==> config.mk <==
export PLATFORM = sky130hd
export DESIGN_NAME = modbus_rtu_request_framer
export DESIGN_NICKNAME = d
export VERILOG_FILES = /design/src/mrf_pkg.sv /design/src/mrf_cfg_regs.sv /design/src/mrf_core.sv /design/src/mrf_out_stage.sv /design/src/modbus_rtu_request_framer.sv
export SDC_FILE = /design/constraint.sdc
export NUM_CORES = 1
export LEC_CHECK = 0
export BUFFER_PORTS_ARGS = -buffer_cell sky130_fd_sc_hd__buf_2
export CORE_MARGIN = 2
export CORE_UTILIZATION = 50
export CTS_CLUSTER_SIZE = 14
export DETAILED_ROUTE_END_ITERATION = 10
export GPL_TIMING_DRIVEN = 0
export PLACE_DENSITY_LB_ADDON = 0.25
export SYNTH_ARGS = -nofsm -noshare
export SYNTH_HDL_FRONTEND = slang
export SYNTH_SLANG_ARGS = --single-unit
==> constraint.sdc <==
create_clock -name aclk -period 3.4 [get_ports aclk]
set_input_delay 0.68 -clock aclk [delete_from_list [all_inputs] [get_ports aclk]]
set_output_delay 0.68 -clock aclk [all_outputs]
set_load 0.05 [all_outputs]
==> src/mrf_pkg.sv <==
// ----------------------------------------------------------------------------
// mrf_pkg: shared types and constants for the modbus rtu request framer
// event codes, register indexes, function code lengths and interface structs
// ----------------------------------------------------------------------------
package mrf_pkg;

    localparam int DEFAULT_MAX_FRAME = 256;

    localparam int CFG_INDEX_W = 1;
    localparam int CFG_DATA_W  = 9;
    localparam int CAPACITY_W  = 9;
    localparam int S_DATA_W    = 24;
    localparam int S_USER_W    = 3;
    localparam int M_DATA_W    = 32;

    localparam logic [8:0] CAPACITY_RESET = 9'd256;

    // function code with a byte-count field, all others are fixed length
    localparam logic [7:0] FC_WRITE_MULTIPLE = 8'h10;
    localparam int FIXED_REQ_LEN  = 8;
    localparam int MULTI_REQ_BASE = 9;
    localparam int FC_BYTE_POS    = 1;
    localparam int BYTE_COUNT_CNT = 7;

    typedef enum logic [S_USER_W-1:0] {
        ACT_RX_BYTE     = 3'd0,
        ACT_TAKE_FRAME  = 3'd1,
        ACT_TX_START    = 3'd2,
        ACT_TX_COMPLETE = 3'd3,
        ACT_LINE_ERROR  = 3'd4,
        ACT_REINIT      = 3'd5
    } action_t;

    typedef enum logic [CFG_INDEX_W-1:0] {
        CFG_PORT_OPEN         = 1'd0,
        CFG_CONSUMER_CAPACITY = 1'd1
    } cfg_index_t;

    typedef struct packed {
        logic                  port_open;
        logic [CAPACITY_W-1:0] consumer_capacity;
    } cfg_t;

    typedef struct packed {
        logic       fault;
        logic       drive_enable;
        logic       tx_busy;
        logic [8:0] taken_length;
        logic       frame_waiting;
        logic       frame_complete;
        logic [7:0] byte_index;
        logic [7:0] byte_out;
        logic       accepted;
    } result_t;

endpackage

==> src/mrf_cfg_regs.sv <==
// ----------------------------------------------------------------------------
// mrf_cfg_regs: configuration registers
// holds port open and consumer capacity, written through a plain write port
// ----------------------------------------------------------------------------
module mrf_cfg_regs
    import mrf_pkg::*;
(
    input  logic                   aclk,
    input  logic                   aresetn,
    input  logic                   cfg_we,
    input  logic [CFG_INDEX_W-1:0] cfg_index,
    input  logic [CFG_DATA_W-1:0]  cfg_wdata,
    output cfg_t                   cfg
);

    logic                  port_open_reg;
    logic [CAPACITY_W-1:0] capacity_reg;

    always_ff @(posedge aclk) begin
        if (!aresetn) begin
            port_open_reg <= 1'b0;
            capacity_reg  <= CAPACITY_RESET;
        end else if (cfg_we) begin
            case (cfg_index_t'(cfg_index))
                CFG_PORT_OPEN: begin
                    port_open_reg <= cfg_wdata[0];
                end
                CFG_CONSUMER_CAPACITY: begin
                    capacity_reg <= cfg_wdata[CAPACITY_W-1:0];
                end
                default: begin
                end
            endcase
        end
    end

    assign cfg.port_open         = port_open_reg;
    assign cfg.consumer_capacity = capacity_reg;

endmodule

==> src/mrf_core.sv <==
// ----------------------------------------------------------------------------
// mrf_core: framer state and per-event update
// counts request bytes, derives the expected length, tracks transmit state
// ----------------------------------------------------------------------------
module mrf_core
    import mrf_pkg::*;
#(
    parameter int MAX_FRAME = DEFAULT_MAX_FRAME
)
(
    input  logic                aclk,
    input  logic                aresetn,
    input  cfg_t                cfg,
    input  logic                in_fire,
    input  logic [S_USER_W-1:0] action,
    input  logic [7:0]          rx_byte,
    input  logic [15:0]         tx_length,
    output result_t             result
);

    localparam int CW = $clog2(MAX_FRAME + 1);

    logic [CW-1:0] rx_count_reg, rx_count_next;
    logic [CW-1:0] expected_reg, expected_next;
    logic [7:0]    func_code_reg, func_code_next;
    logic          ready_reg, ready_next;
    logic          error_reg, error_next;
    logic          busy_reg, busy_next;
    logic          dir_reg, dir_next;

    always_ff @(posedge aclk) begin
        if (!aresetn) begin
            rx_count_reg  <= '0;
            expected_reg  <= '0;
            func_code_reg <= '0;
            ready_reg     <= 1'b0;
            error_reg     <= 1'b0;
            busy_reg      <= 1'b0;
            dir_reg       <= 1'b0;
        end else if (in_fire) begin
            rx_count_reg  <= rx_count_next;
            expected_reg  <= expected_next;
            func_code_reg <= func_code_next;
            ready_reg     <= ready_next;
            error_reg     <= error_next;
            busy_reg      <= busy_next;
            dir_reg       <= dir_next;
        end
    end

    always_comb begin
        logic [CW-1:0] cnt_inc;
        logic [CW-1:0] exp_len;
        logic [7:0]    fc;
        logic [9:0]    multi_len;
        logic [15:0]   idx_ext;
        logic          bad;

        rx_count_next  = rx_count_reg;
        expected_next  = expected_reg;
        func_code_next = func_code_reg;
        ready_next     = ready_reg;
        error_next     = error_reg;
        busy_next      = busy_reg;
        dir_next       = dir_reg;

        result.accepted       = 1'b0;
        result.byte_out       = 8'd0;
        result.byte_index     = 8'd0;
        result.frame_complete = 1'b0;
        result.taken_length   = 9'd0;

        cnt_inc   = rx_count_reg + CW'(1);
        fc        = (rx_count_reg == CW'(FC_BYTE_POS)) ? rx_byte : func_code_reg;
        multi_len = {2'b00, rx_byte} + 10'(MULTI_REQ_BASE);
        idx_ext   = 16'(rx_count_reg);
        exp_len   = expected_reg;
        bad       = 1'b0;

        case (action_t'(action))
            ACT_RX_BYTE: begin
                if (cfg.port_open && !ready_reg) begin
                    if (rx_count_reg < CW'(MAX_FRAME)) begin
                        func_code_next = fc;
                        if (cnt_inc >= CW'(2)) begin
                            if (fc != FC_WRITE_MULTIPLE) begin
                                exp_len = CW'(FIXED_REQ_LEN);
                            end else if (cnt_inc == CW'(BYTE_COUNT_CNT)) begin
                                if (multi_len <= 10'(MAX_FRAME)) begin
                                    exp_len = multi_len[CW-1:0];
                                end else begin
                                    bad = 1'b1;
                                end
                            end
                        end
                        if (bad) begin
                            error_next    = 1'b1;
                            rx_count_next = '0;
                            expected_next = '0;
                            ready_next    = 1'b0;
                        end else begin
                            rx_count_next     = cnt_inc;
                            expected_next     = exp_len;
                            result.accepted   = 1'b1;
                            result.byte_out   = rx_byte;
                            result.byte_index = idx_ext[7:0];
                            if (exp_len != '0 && cnt_inc >= exp_len) begin
                                ready_next            = 1'b1;
                                result.frame_complete = 1'b1;
                            end
                        end
                    end else begin
                        error_next    = 1'b1;
                        rx_count_next = '0;
                        expected_next = '0;
                        ready_next    = 1'b0;
                    end
                end
            end
            ACT_TAKE_FRAME: begin
                if (ready_reg) begin
                    if (rx_count_reg != '0 &&
                        9'(rx_count_reg) <= cfg.consumer_capacity) begin
                        result.accepted     = 1'b1;
                        result.taken_length = 9'(rx_count_reg);
                    end
                    rx_count_next = '0;
                    expected_next = '0;
                    ready_next    = 1'b0;
                end
            end
            ACT_TX_START: begin
                if (tx_length != 16'd0 && tx_length <= 16'(MAX_FRAME) &&
                    cfg.port_open && !busy_reg) begin
                    dir_next        = 1'b1;
                    busy_next       = 1'b1;
                    result.accepted = 1'b1;
                end
            end
            ACT_TX_COMPLETE: begin
                if (cfg.port_open) begin
                    dir_next  = 1'b0;
                    busy_next = 1'b0;
                end
            end
            ACT_LINE_ERROR: begin
                if (cfg.port_open) begin
                    error_next    = 1'b1;
                    rx_count_next = '0;
                    expected_next = '0;
                    ready_next    = 1'b0;
                    busy_next     = 1'b0;
                    dir_next      = 1'b0;
                end
            end
            ACT_REINIT: begin
                rx_count_next  = '0;
                expected_next  = '0;
                func_code_next = '0;
                ready_next     = 1'b0;
                error_next     = 1'b0;
                busy_next      = 1'b0;
                dir_next       = 1'b0;
            end
            default: begin
            end
        endcase

        result.frame_waiting = ready_next;
        result.tx_busy       = busy_next;
        result.drive_enable  = dir_next;
        result.fault         = !cfg.port_open || error_next;
    end

endmodule

==> src/mrf_out_stage.sv <==
// ----------------------------------------------------------------------------
// mrf_out_stage: result register
// holds one result for the master side and backpressures the slave side
// ----------------------------------------------------------------------------
module mrf_out_stage
    import mrf_pkg::*;
(
    input  logic                aclk,
    input  logic                aresetn,
    input  logic                in_fire,
    input  result_t             result,
    output logic                in_ready,
    output logic                m_tvalid,
    input  logic                m_tready,
    output logic [M_DATA_W-1:0] m_tdata
);

    logic    valid_reg;
    result_t data_reg;

    assign in_ready = !valid_reg || m_tready;

    always_ff @(posedge aclk) begin
        if (!aresetn) begin
            valid_reg <= 1'b0;
        end else if (in_fire) begin
            valid_reg <= 1'b1;
        end else if (m_tready) begin
            valid_reg <= 1'b0;
        end
    end

    always_ff @(posedge aclk) begin
        if (in_fire) begin
            data_reg <= result;
        end
    end

    assign m_tvalid = valid_reg;
    assign m_tdata  = M_DATA_W'(data_reg);

endmodule

==> src/modbus_rtu_request_framer.sv <==
// ----------------------------------------------------------------------------
// modbus_rtu_request_framer: modbus rtu request length framer
// one request per event: rx byte, take frame, tx start, tx complete,
// line error or reinitialize; each request gives exactly one result.
// s_tuser carries the event code, s_tdata the byte and the tx length.
// each accepted byte comes back with its index so the consumer can store
// the frame; the result also reports frame completion, the frozen frame,
// the taken length, transmit busy, rs485 drive enable and fault.
// latency: the result is valid the cycle after the request is taken.
// throughput: one request per cycle while m_tready is high, set by the single result register;
// a new request is taken in the same cycle the held result is taken.
// when m_tready is low the result is held and s_tready drops until it
// is taken. reset clears all framer state, closes the port and sets the
// consumer capacity to 256; the config port writes the two registers.
// ----------------------------------------------------------------------------
module modbus_rtu_request_framer
    import mrf_pkg::*;
#(
    parameter int MAX_FRAME = DEFAULT_MAX_FRAME
)
(
    input  logic                   aclk,
    input  logic                   aresetn,
    input  logic                   cfg_we,
    input  logic [CFG_INDEX_W-1:0] cfg_index,
    input  logic [CFG_DATA_W-1:0]  cfg_wdata,
    input  logic                   s_tvalid,
    output logic                   s_tready,
    // rx_byte[7:0], tx_length[23:8]
    input  logic [S_DATA_W-1:0]    s_tdata,
    // action[2:0]
    input  logic [S_USER_W-1:0]    s_tuser,
    output logic                   m_tvalid,
    input  logic                   m_tready,
    // accepted[0], byte_out[8:1], byte_index[16:9], frame_complete[17],
    // frame_waiting[18], taken_length[27:19], tx_busy[28], drive_enable[29],
    // fault[30], zero[31]
    output logic [M_DATA_W-1:0]    m_tdata
);

    cfg_t    cfg;
    result_t result;
    logic    in_fire;

    assign in_fire = s_tvalid && s_tready;

    mrf_cfg_regs u_cfg_regs (
        .aclk      (aclk),
        .aresetn   (aresetn),
        .cfg_we    (cfg_we),
        .cfg_index (cfg_index),
        .cfg_wdata (cfg_wdata),
        .cfg       (cfg)
    );

    mrf_core #(
        .MAX_FRAME (MAX_FRAME)
    ) u_core (
        .aclk      (aclk),
        .aresetn   (aresetn),
        .cfg       (cfg),
        .in_fire   (in_fire),
        .action    (s_tuser),
        .rx_byte   (s_tdata[7:0]),
        .tx_length (s_tdata[23:8]),
        .result    (result)
    );

    mrf_out_stage u_out_stage (
        .aclk     (aclk),
        .aresetn  (aresetn),
        .in_fire  (in_fire),
        .result   (result),
        .in_ready (s_tready),
        .m_tvalid (m_tvalid),
        .m_tready (m_tready),
        .m_tdata  (m_tdata)
    );

    a_stall_only_when_held: assert property (
        @(posedge aclk) disable iff (!aresetn)
        !s_tready |-> (m_tvalid && !m_tready)
    ) else $error("input stalled while result register free");

    a_request_gives_result: assert property (
        @(posedge aclk) disable iff (!aresetn)
        in_fire |=> m_tvalid
    ) else $error("taken request produced no result");

    a_drive_tracks_busy: assert property (
        @(posedge aclk) disable iff (!aresetn)
        m_tvalid |-> (m_tdata[29] == m_tdata[28])
    ) else $error("drive enable differs from tx busy");

    a_complete_freezes: assert property (
        @(posedge aclk) disable iff (!aresetn)
        (m_tvalid && m_tdata[17]) |-> (m_tdata[18] && m_tdata[0])
    ) else $error("completed frame not frozen or not accepted");

endmodule
# == Word level (Yosys, flattened, before mapping) ==
# Cells that the tools add are included.
# op_classes
add_sub_neg,2
order_cmp,6
eq_ne,12
mux,55
bitwise,4
n_reduce_logical,28
# op_table
operator,n
$mux 9,15
$pmux 9 s4,2
$mux 1,29
$mux 8,3
$reduce_bool 9->1,2
$le 16x9->1 const B,1
$pmux 8 s2,1
$reduce_bool 16->1,1
$pmux 1 s3,5
$le 10x9->1 const B,1
$add 8x4->9 const B,1
$add 9x1->9 const B,1
$eq 9x1->1 const B,1
$eq 9x3->1 const B,1
$ge 9x2->1 const B,1
$ge 9x9->1,1
$le 9x9->1,1
$lt 9x9->1 const B,1
$ne 8x5->1 const B,1
$logic_and 1x1->1,7
$eq 3x2->1 const B,2
$eq 3x3->1 const B,2
$ne 2x1->1 const B,3
$reduce_and 5->1,1
other kinds (13),23
# totals
reg_bits,72
inputBits,42
output_inout_bits,34
elab_cells,126

# == Longest topological paths before layout ==
# Gate-level depths: netlist of run 1.
# logic_depth
ltp_word,16
mapped_depth,18
ltp_nobuf,16

# == Modules after synthesis ==
# From an unflattened synthesis of run 1, not the netlist that was laid out.
# unflattened
cells_unflattened,460
area_unflattened_um2,4331.7
# modules_own_cells
mod,n_inst,cells_per_inst,area_each_um2,seq_area_each_um2
mrf_core,1,375,2919.0,600.6
mrf_out_stage,1,37,991.0,950.9
mrf_cfg_regs,1,47,415.4,200.2
modbus_rtu_request_framer,1,1,6.3,0.0

# == Worst setup path before layout of run 1 ==
# OpenSTA, ideal clock, no wires.
# synth_timing
path_kind,register to register
from,register u_core.rx_count_reg[1]
to,"register u_out_stage.data_reg (netlist bit u_out_stage.m_tdata[17]), data pin"
setup_ps,265
arrival_ps,3376
required_time_ps,3135
slack_ps,-241
stages_incl_launch_ff,18
path_buffers,2
synth_period_minus_slack_ps,3641
path_cell_list,dfxtp_1 -> ha_1 -> and3_1 -> buf_6 -> nand4_1 -> o22a_4 -> nor4b_4 -> buf_6 -> mux2_2 -> nand2_1 -> ha_1 -> a21o_1 -> a21oi_1 -> o21ai_0 -> a31o_2 -> nand4_1 -> or2_1 -> nor2_1
# synth_via
elab_chain_cells,11
elab_cells_between_ends,25
classes_between,add/sub: 1; order compare: 3; eq/ne: 3; mux: 14; bitwise: 1; reduce/logical: 3
# synth_lines
element,line_no,source
from (decl),mrf_core.sv:23,"logic [CW-1:0] rx_count_reg, rx_count_next;"
from (signal assigned),mrf_core.sv:41,rx_count_reg <= rx_count_next;
"parallel branches: the longest is 11 deep, another holds $add 9x1->9",--,
to (signal assigned),mrf_out_stage.sv:35,data_reg <= result;
to (decl),mrf_out_stage.sv:19,result_t data_reg;
# Parallel ways; which one is timed is not known. The select of a mux whose other input is x is not followed.
# A chain may end at the register's enable or synchronous reset.

# == Worst setup path after layout of run 1 ==
# layout_timing
from,register u_core.rx_count_reg[0]
to,"register u_out_stage.data_reg (netlist bit u_out_stage.m_tdata[17]), data pin"
# Same word-level chain as after synthesis.

==> results of run 1 <==
==> kinds of logic after synthesis <==
group	after synthesis
flops	72
mux	12
buf+inv	42
compound gates	89
xor+xnor	16
fa+ha+maj	23
other cells	1
simple gates	171
==> routing by layer <==
layer / GRT usage [%] / vias up
met1: 32.96 / 1728
met5: 0 / -
met3: 4.815 / 33
met2: 40.60 / 151
li1: - / 1766
met4: 12.08 / 0
==> power groups by stage <==
| stage | Combinational, mW | Sequential [mW] | Clock [mW] |
|---|---|---|---|
| after floorplan | 0.105 | 1.01 | 0 |
| after global placement | 0.240 | 0.952 | 0 |
| after detailed placement | 0.243 | 0.953 | 0 |
| after CTS | 0.253 | 0.932 | 0.769 |
| after global routing | 0.278 | 0.932 | 0.820 |
| final | 0.260 | 0.930 | 0.764 |
==> cell usage in the layout, fill, tap and decap left out, types with 3 or more instances in the layout <==
| cell | count |
|---|---|
| nor3_4 | 3 |
| nand4_1 | 6 |
| a311oi_1 | 3 |
| nor2_1 | 36 |
| edfxtp_1 | 31 |
| ha_4 | 4 |
| buf_4 | 29 |
| xor2_1 | 5 |
| nand2b_1 | 7 |
| inv_1 | 15 |
| nand3_1 | 5 |
| nand2_1 | 41 |
| a22oi_1 | 12 |
| dfxtp_2 | 3 |
| and2_1 | 27 |
| a22o_1 | 4 |
| mux2i_1 | 6 |
| xnor2_1 | 9 |
| o21ai_0 | 10 |
| nor3_1 | 12 |
| dfxtp_4 | 4 |
| clkbuf_1 | 12 |
| buf_6 | 7 |
| clkbuf_8 | 10 |
| dfxtp_1 | 34 |
| buf_2 | 71 |
| nor4_1 | 8 |
| or3_1 | 3 |
| a21oi_1 | 21 |
| a2bb2oi_1 | 5 |
| mux2_2 | 4 |
| and3_1 | 3 |
| ha_1 | 19 |
==> how the worst max path moves through the flow <==
stage | endpoint | slack (ns) | startpoint
finish | u_out_stage.m_tdata[17] | -0.002 | u_core.rx_count_reg[0]
global route | u_out_stage.m_tdata[18] | -0.16 | u_core.rx_count_reg[2]
CTS | u_out_stage.m_tdata[17] | 0.004 | u_core.rx_count_reg[0]
detailed placement | u_out_stage.m_tdata[17] | -0.57 | s_tdata[0]
global placement | u_out_stage.m_tdata[17] | -0.56 | s_tdata[0]
floorplan | u_out_stage.m_tdata[17] | 0.001 | s_tdata[1]
==> per-stage QoR <==
stage | TNS (ns) | setup slack (ns)
floorplan | 0 | 0.001366
global placement | -1.461 | -0.5622
finish | -0.002290 | -0.002290
detailed placement | -1.803 | -0.5746
global route | -0.3977 | -0.1582
CTS | 0 | 0.004055
==> layout make-up <==
type	count	area, um2	share of cell area, %
Tap cell	102	127.6	2.445
Clock buffer	10	127.6	2.445
Clock inverter	6	90.09	1.726
Multi-Input combinational cell	312	2305	44.15
Sequential cell	72	1770	33.92
Inverter	19	75.07	1.438
Timing Repair Buffer	100	583.1	11.17
Buffer	22	141.4	2.709
==> worst max-delay path, delay by kind of cell (launching register included) <==
kind / cells / cell delay [ns]
buffers and inverters: 1 / 0.18
adders and majority gates: 2 / 0.34
AOI/OAI and AO/OA: 3 / 0.90
DFF: 1 / 0.38
and+or+nand+nor: 7 / 1.01
muxes: 1 / 0.31
==> timing repair <==
| action | in CTS | in global routing |
|---|---|---|
| resized for setup | 26 | 14 |
| setup endpoints to repair | 3 | 3 |
| buffers inserted | 20 | 10 |
| pin swaps | 11 | 6 |
==> summary.md, run 1 <==
| Metric | Value |
|---|---|
| Compound-gate portion of the synthesized area | roughly 16% |
| DR WL/cell | 16.70 um |
| Ports | 76 |
| First-pass GRT wire length | approximately 17,000 um |
| Hold Vio Cnt, Final | 0 |
| H-tree levels | 3 |
| Total number of yosys warnings | 0 |
| Cell with the most instances after synthesis | nand2_1 |
| Clock Root Buffer | clkbuf_8 |
| Worst EP arrival | 3.50 ns |
| Post-synth EDFFs | 31 |
| Post-route design area | roughly 5200 um2 |
| Placed Cells | slightly below 600 |
| Min-delay src | u_cfg_regs.capacity_reg[3] |
| Pwr/cell area | 374.3 nW/um2 |
| Violated checks | setup timing |
| Final Skew | about 0.018 ns |
| CP max-delay cell | a2111o_1 |
| Hold Slack | about 0.46 ns |
| CP Max Fanout | 5 |
| Crit-path max cell delay | 0.41 ns |
| CP required | 3.50 ns |
| Width of the chip | 94.29 um |
| RSZ-0062 raised after global routing | yes |
| RR Endpoint | u_out_stage.m_tdata[17] |
| Max Cap Viol | 0 |
| Design Power | between 1.5 and 2 mW |
| Met3 wire length | just under 700 um |
| Final setup margin | -0.002290 ns |
| Relative slew slack | a little under a quarter |
| Switch share | 27.30% |
| Unique masters post-synth | 63 |
| Setup violators final | 1 |
| Synth Area in XOR/XNOR | 3.898% |
| Top cells by area, synth | edfxtp_1, dfxtp_1, ha_1 |
| Vias per inst | around 5.7 |
| Die area | 8891 um2 |
| Ant diodes | 0 |
| Fillers | between 600 and 700 |
| Finished Layout Cells | 643 |
| Initial Util | 52.21% |
| Final #Nets | between 600 and 700 |
| DR iter-0 viols | a little over 200 |
| Area share of fa/ha/maj cells after synthesis | 7.060% |
| Dominant cell type by area after synthesis | edfxtp_1 |
| Clk sink count | 72 |
| Clock Path Buffers | 2 |
| CTS buffer count | 9 |
| Hold Crit Class | reg -> reg |
| Status | finished, violations left |
| Syn Inst Count | 426 |
| CP cell instances | ha_4, and3_4, nand4_1, o22a_4, nor4b_4, buf_4, mux2_4, nand2_4, ha_4, a2111o_1, a31o_2, nand4_1, or2_1, nor2_1 |
| Placed cell areas | approximately 4600 um2 |
| Final ANT Viol Nets | 0 |
| Vias in the first global route | between 3,000 and 4,000 |
| Initial antenna violation count | 0 |
| Max-slew violations | 0 |
| Fin crit period | between 3 and 4 ns |
| Share of cells above drive strength 1 | 32.16% |
| Worst-path clk slew | approximately 0.090 ns |
| Die height | between 90 and 100 um |
| DR vias | 3,678 |
| Yosys top cell area share | between 20 and 25% |
| Leak pwr | between 2 and 2.5 nW |
| # DRC | 0 |
| Tightest Pin Transition | ~1.2 ns |
| Cell depth of the worst flop-to-flop path | 14 |
| Largest net degree at the start of global routing | 38 |
| R2R setup slack | -0.002 ns |
| Fmax | between 200 and 300 MHz |
| Metal-1 WL | approximately 4800 um |
| Pint | 1.420 mW |
| Worst r2r src | u_core.rx_count_reg[0] |
| Grt ovf | 0 |
| Mapped cell area | slightly above 4000 um2 |
| Number of synthesized register bits | 72 |
| CTS Hold Bufs | 0 |
| Port bufs | 69 |
| Net switching power | between 0.5 and 0.6 mW |
| Reg power frac | 47.6% |
| Syn_area_per_cell | 9.569 um2 |
| Period utilization | 100.1% |
| Metal2 WL | 4938 um |
| Comb pwr share | between 10% and 20% |
| Share of power burned in the clock network | between 30% and 40% |
| Commonest cells post-synth | nand2_1, dfxtp_1, nor2_1 |
| Worst vdd ir | between 0.0002 and 0.00025 V |
| Largest family of logic cells by synthesized area | simple AND/OR/NAND/NOR gates |
| Worst hold endpoint | u_cfg_regs.capacity_reg[3] |
| Post-Synth Simple-Gate Area | a little over a fifth |
| Dpl hpwl | 7298 um |
| Multiplexer area fraction after synthesis | about 3.1% |
| Top sig layer | met4 |
| Largest register FFs | 31 |
| FP Rows | 32 |
| CP Capture Type | flip-flop |
| Ys async rst share | 0% |
| CTS tree | built |
| Util after Layout | 66.86% |
| Worst skew pair latency | ~0.36 ns |
| Area growth syn-to-layout | 28.05% |
| GRT Total Usage | between 20% and 30% |
| Most used DFF post-synth | dfxtp_1 |
| Post-synthesis sequential area ratio | around 43% |
| Final wirelength | roughly 11,000 um |
| Syn nets | approximately 500 |
| WS Path Type | reg -> reg |
| DR pass1 iterations | 5 |
| Crit path launch type | flip-flop |
| WHS Path Cells | 2 |
| Routability congestion estimate | roughly 0.88 |
| Core footprint | between 7000 and 8000 um2 |
No activity file was read; power rests on OpenSTA's default activity.
==> run 2: changes to the inputs <==
--- a/config.mk
+++ b/config.mk
@@ -6,8 +6,10 @@
 export NUM_CORES = 1
 export LEC_CHECK = 0
 export BUFFER_PORTS_ARGS = -buffer_cell sky130_fd_sc_hd__buf_2
+export CELL_PAD_IN_SITES_DETAIL_PLACEMENT = 1
+export CELL_PAD_IN_SITES_GLOBAL_PLACEMENT = 2
 export CORE_MARGIN = 2
-export CORE_UTILIZATION = 50
+export CORE_UTILIZATION = 31
 export CTS_CLUSTER_SIZE = 14
 export DETAILED_ROUTE_END_ITERATION = 10
 export GPL_TIMING_DRIVEN = 0
==> constraint.sdc (replaced) <==
create_clock -name aclk -period 3.4 [get_ports aclk]
set_input_delay 0.68 -clock aclk [delete_from_list [all_inputs] [get_ports aclk]]
set_output_delay 0.68 -clock aclk [all_outputs]
set_load 0.005 [all_outputs]
==> run 2 against run 1 <==
Net effect:
- the flow still finishes with violations (setup timing)
- setup slack lost 0.037 ns
- flip-flop and latch count stayed put
- sequential share of layout area decreased by 1.4 points
- non-clock buffer count is 3 lower
- via count down 3.3%
- largest cell class unchanged
==> summary.md, run 2 (synthesis gave the netlist of run 1 again) <==
| Metric | Value |
|---|---|
| DR vias | approximately 3,600 |
| Crit-path max cell delay | 0.39 ns |
| CTS buffer count | 9 |
| Vias in the first global route | 3,624 |
| Fillers | ~1,500 |
| # DRC | 0 |
| Clock Root Buffer | clkbuf_16 |
| Die area | ~14,000 um2 |
| Final #Nets | about 600 |
| Finished Layout Cells | 710 |
| CP max-delay cell | nor4_4 |
| R2R setup slack | -0.04 ns |
| Ant diodes | 0 |
| Final setup margin | -0.03916 ns |
| CP Max Fanout | 4 |
| Most frequent cells in the layout | buf_2, nand2_1, nor2_1, dfxtp_1, edfxtp_1 |
| Setup_tns | -0.07817 ns |
| Ports | 76 |
| Period utilization | 101.2% |
| RR Endpoint | u_out_stage.m_tdata[18] |
| Worst hold endpoint | u_cfg_regs.capacity_reg[1] |
| Port bufs | 69 |
| GRT Total Usage | about 18% |
| Die height | 118.7 um |
| Placed Cells | roughly 670 |
| Final Skew | between 0.008 and 0.009 ns |
| Clk sink count | 72 |
| First-pass GRT wire length | about 19,000 um |
| Width of the chip | roughly 120 um |
| Relative slew slack | about 39% |
| Crit path top cell by count | nand4_1 |
| Post-route design area | between 5000 and 6000 um2 |
| CP cell instances | buf_6, nand4_1, nor4_4, nor3_4, nor4b_4, buf_4, mux2_4, nand2_4, ha_4, a2111o_1, a31o_2, nand4_1, or2_1, nand2_1 |
| Hold Vio Cnt, Final | 0 |
| Multi-input gate area | around 2300 um2 |
| CP required | 3.48 ns |
| Min-delay src | u_cfg_regs.capacity_reg[1] |
| Leak pwr | 2.220 nW |
| Pwr/cell area | ~380 nW/um2 |
| Grt ovf | 0 |
| Share of cells above drive strength 1 | around 33% |
| Hold Slack | about 0.46 ns |
| FP Rows | between 40 and 50 |
| Initial antenna violation count | 0 |
| Dpl hpwl | 8749 um |
| Vias per inst | 5.011 |
| Violated checks | setup timing |
| CP Capture Type | flip-flop |
| WS Path Type | reg -> reg |
| Crit path launch type | flip-flop |
| Tightest Pin Transition | between 0.9 and 1 ns |
| Max Cap Viol | 0 |
| Worst-path clk slew | about 0.060 ns |
| Cell depth of the worst flop-to-flop path | 14 |
| DR pass1 iterations | 5 |
| Worst r2r src | u_core.rx_count_reg[1] |
| Core footprint | approximately 13,000 um2 |
| DR iter-0 viols | ~120 |
| Initial Util | 32.04% |
| Max-slew violations | 0 |
| Placed cell areas | about 4700 um2 |
| Largest register FFs | 31 |
| Hold Crit Class | reg -> reg |
| CTS tree | built |
| Routability congestion estimate | between 0.8 and 0.9 |
| Area growth syn-to-layout | 33.03% |
| Fin crit period | between 3 and 4 ns |
| Worst EP arrival | 3.52 ns |
| WHS Path Cells | 2 |
| Status | finished, violations left |
| Worst vdd ir | between 0.0002 and 0.00025 V |
| Final ANT Viol Nets | 0 |
| Fmax | 290.8 MHz |
| Largest net degree at the start of global routing | 38 |
| Final wirelength | about 12,000 um |
| Util after Layout | between 40% and 50% |
| DR WL/cell | 17.20 um |
| Storage cell area | 1764 um2 |
| Setup violators final | 2 |
| RSZ-0062 raised after global routing | yes |
| Commonest non-fill, non-tap cell in the layout | buf_2 |
| Clock Path Buffers | 2 |
| Worst skew pair latency | 0.33 ns |
| H-tree levels | 3 |
run 2: cell types whose count changed in the layout (fill, tap and decap cells not counted), sizes merged:
cell	delta
buf	-1
bufinv	-1
clkinvlp	-1
clkbuf	-1
clkinv	+2
inv	-1
run 2: worst max-delay path by stage:
stage                                       from                      end  slack [ns]  cells after the start
after detailed placement              s_tdata[1]  u_out_stage.m_tdata[17]       -0.65                     18
after global routing      u_core.rx_count_reg[1]  u_out_stage.m_tdata[17]       -0.22                     17
after CTS                 u_core.rx_count_reg[0]  u_out_stage.m_tdata[17]       -0.04                     17
after floorplan                       s_tdata[1]  u_out_stage.m_tdata[17]       0.001                     17
after global placement                s_tdata[1]  u_out_stage.m_tdata[17]       -0.66                     18
final                     u_core.rx_count_reg[1]  u_out_stage.m_tdata[18]       -0.04                     14
run 2: what timing repair did:
item	4_1_cts	5_1_grt
pin swaps	16	11
hold buffers	0	0
resized for setup	32	12
buffers inserted	22	5
gates cloned	0	0
endpoints found under the setup margin	3	3
run 2: worst max-delay path, delay by kind of cell (launching register included):
family / cells / cell delay [ns]
AND/OR/NAND/NOR: 8 / 1.43
AO/OA/AOI/OAI: 2 / 0.56
flip-flops: 1 / 0.38
multiplexers: 1 / 0.31
buffers and inverters: 2 / 0.30
adder cells (fa/ha/maj): 1 / 0.20
run 2: stage by stage:
step / setup WS, ns / power, mW
finish: -0.03916 / 2.077
CTS: -0.03931 / 2.090
floorplan: 0.001366 / 1.055
global placement: -0.6639 / 1.135
global route: -0.2187 / 2.158
detailed placement: -0.6549 / 1.140
run 2: report_power, final:
part / internal (mW) / leakage (nW) / switching (mW) / total, mW
registers: 0.924 / 0.646 / 0.00873 / 0.932
clock network: 0.587 / 0.145 / 0.356 / 0.942
logic: 0.0833 / 1.43 / 0.119 / 0.202
total: 1.59 / 2.22 / 0.484 / 2.08
run 2: metal layers:
layer	up-vias	global-route usage (%)	part of all wire, %
met1	1706	23.32	47
met5	-	0	0
met4	0	4.911	1.4
met2	70	28.48	47
met3	15	4.006	4.2
li1	1767	-	-
run 2: layout make-up:
type | count | share of cell area [%]
plain buffers | 22 | 2.492
clock buffers | 11 | 4.476
clock inverters | 5 | 1.038
inverters | 19 | 1.315
multi-input cells | 312 | 43.26
flip-flops and latches | 72 | 32.53
well taps | 172 | 3.969
repair buffers | 97 | 10.91
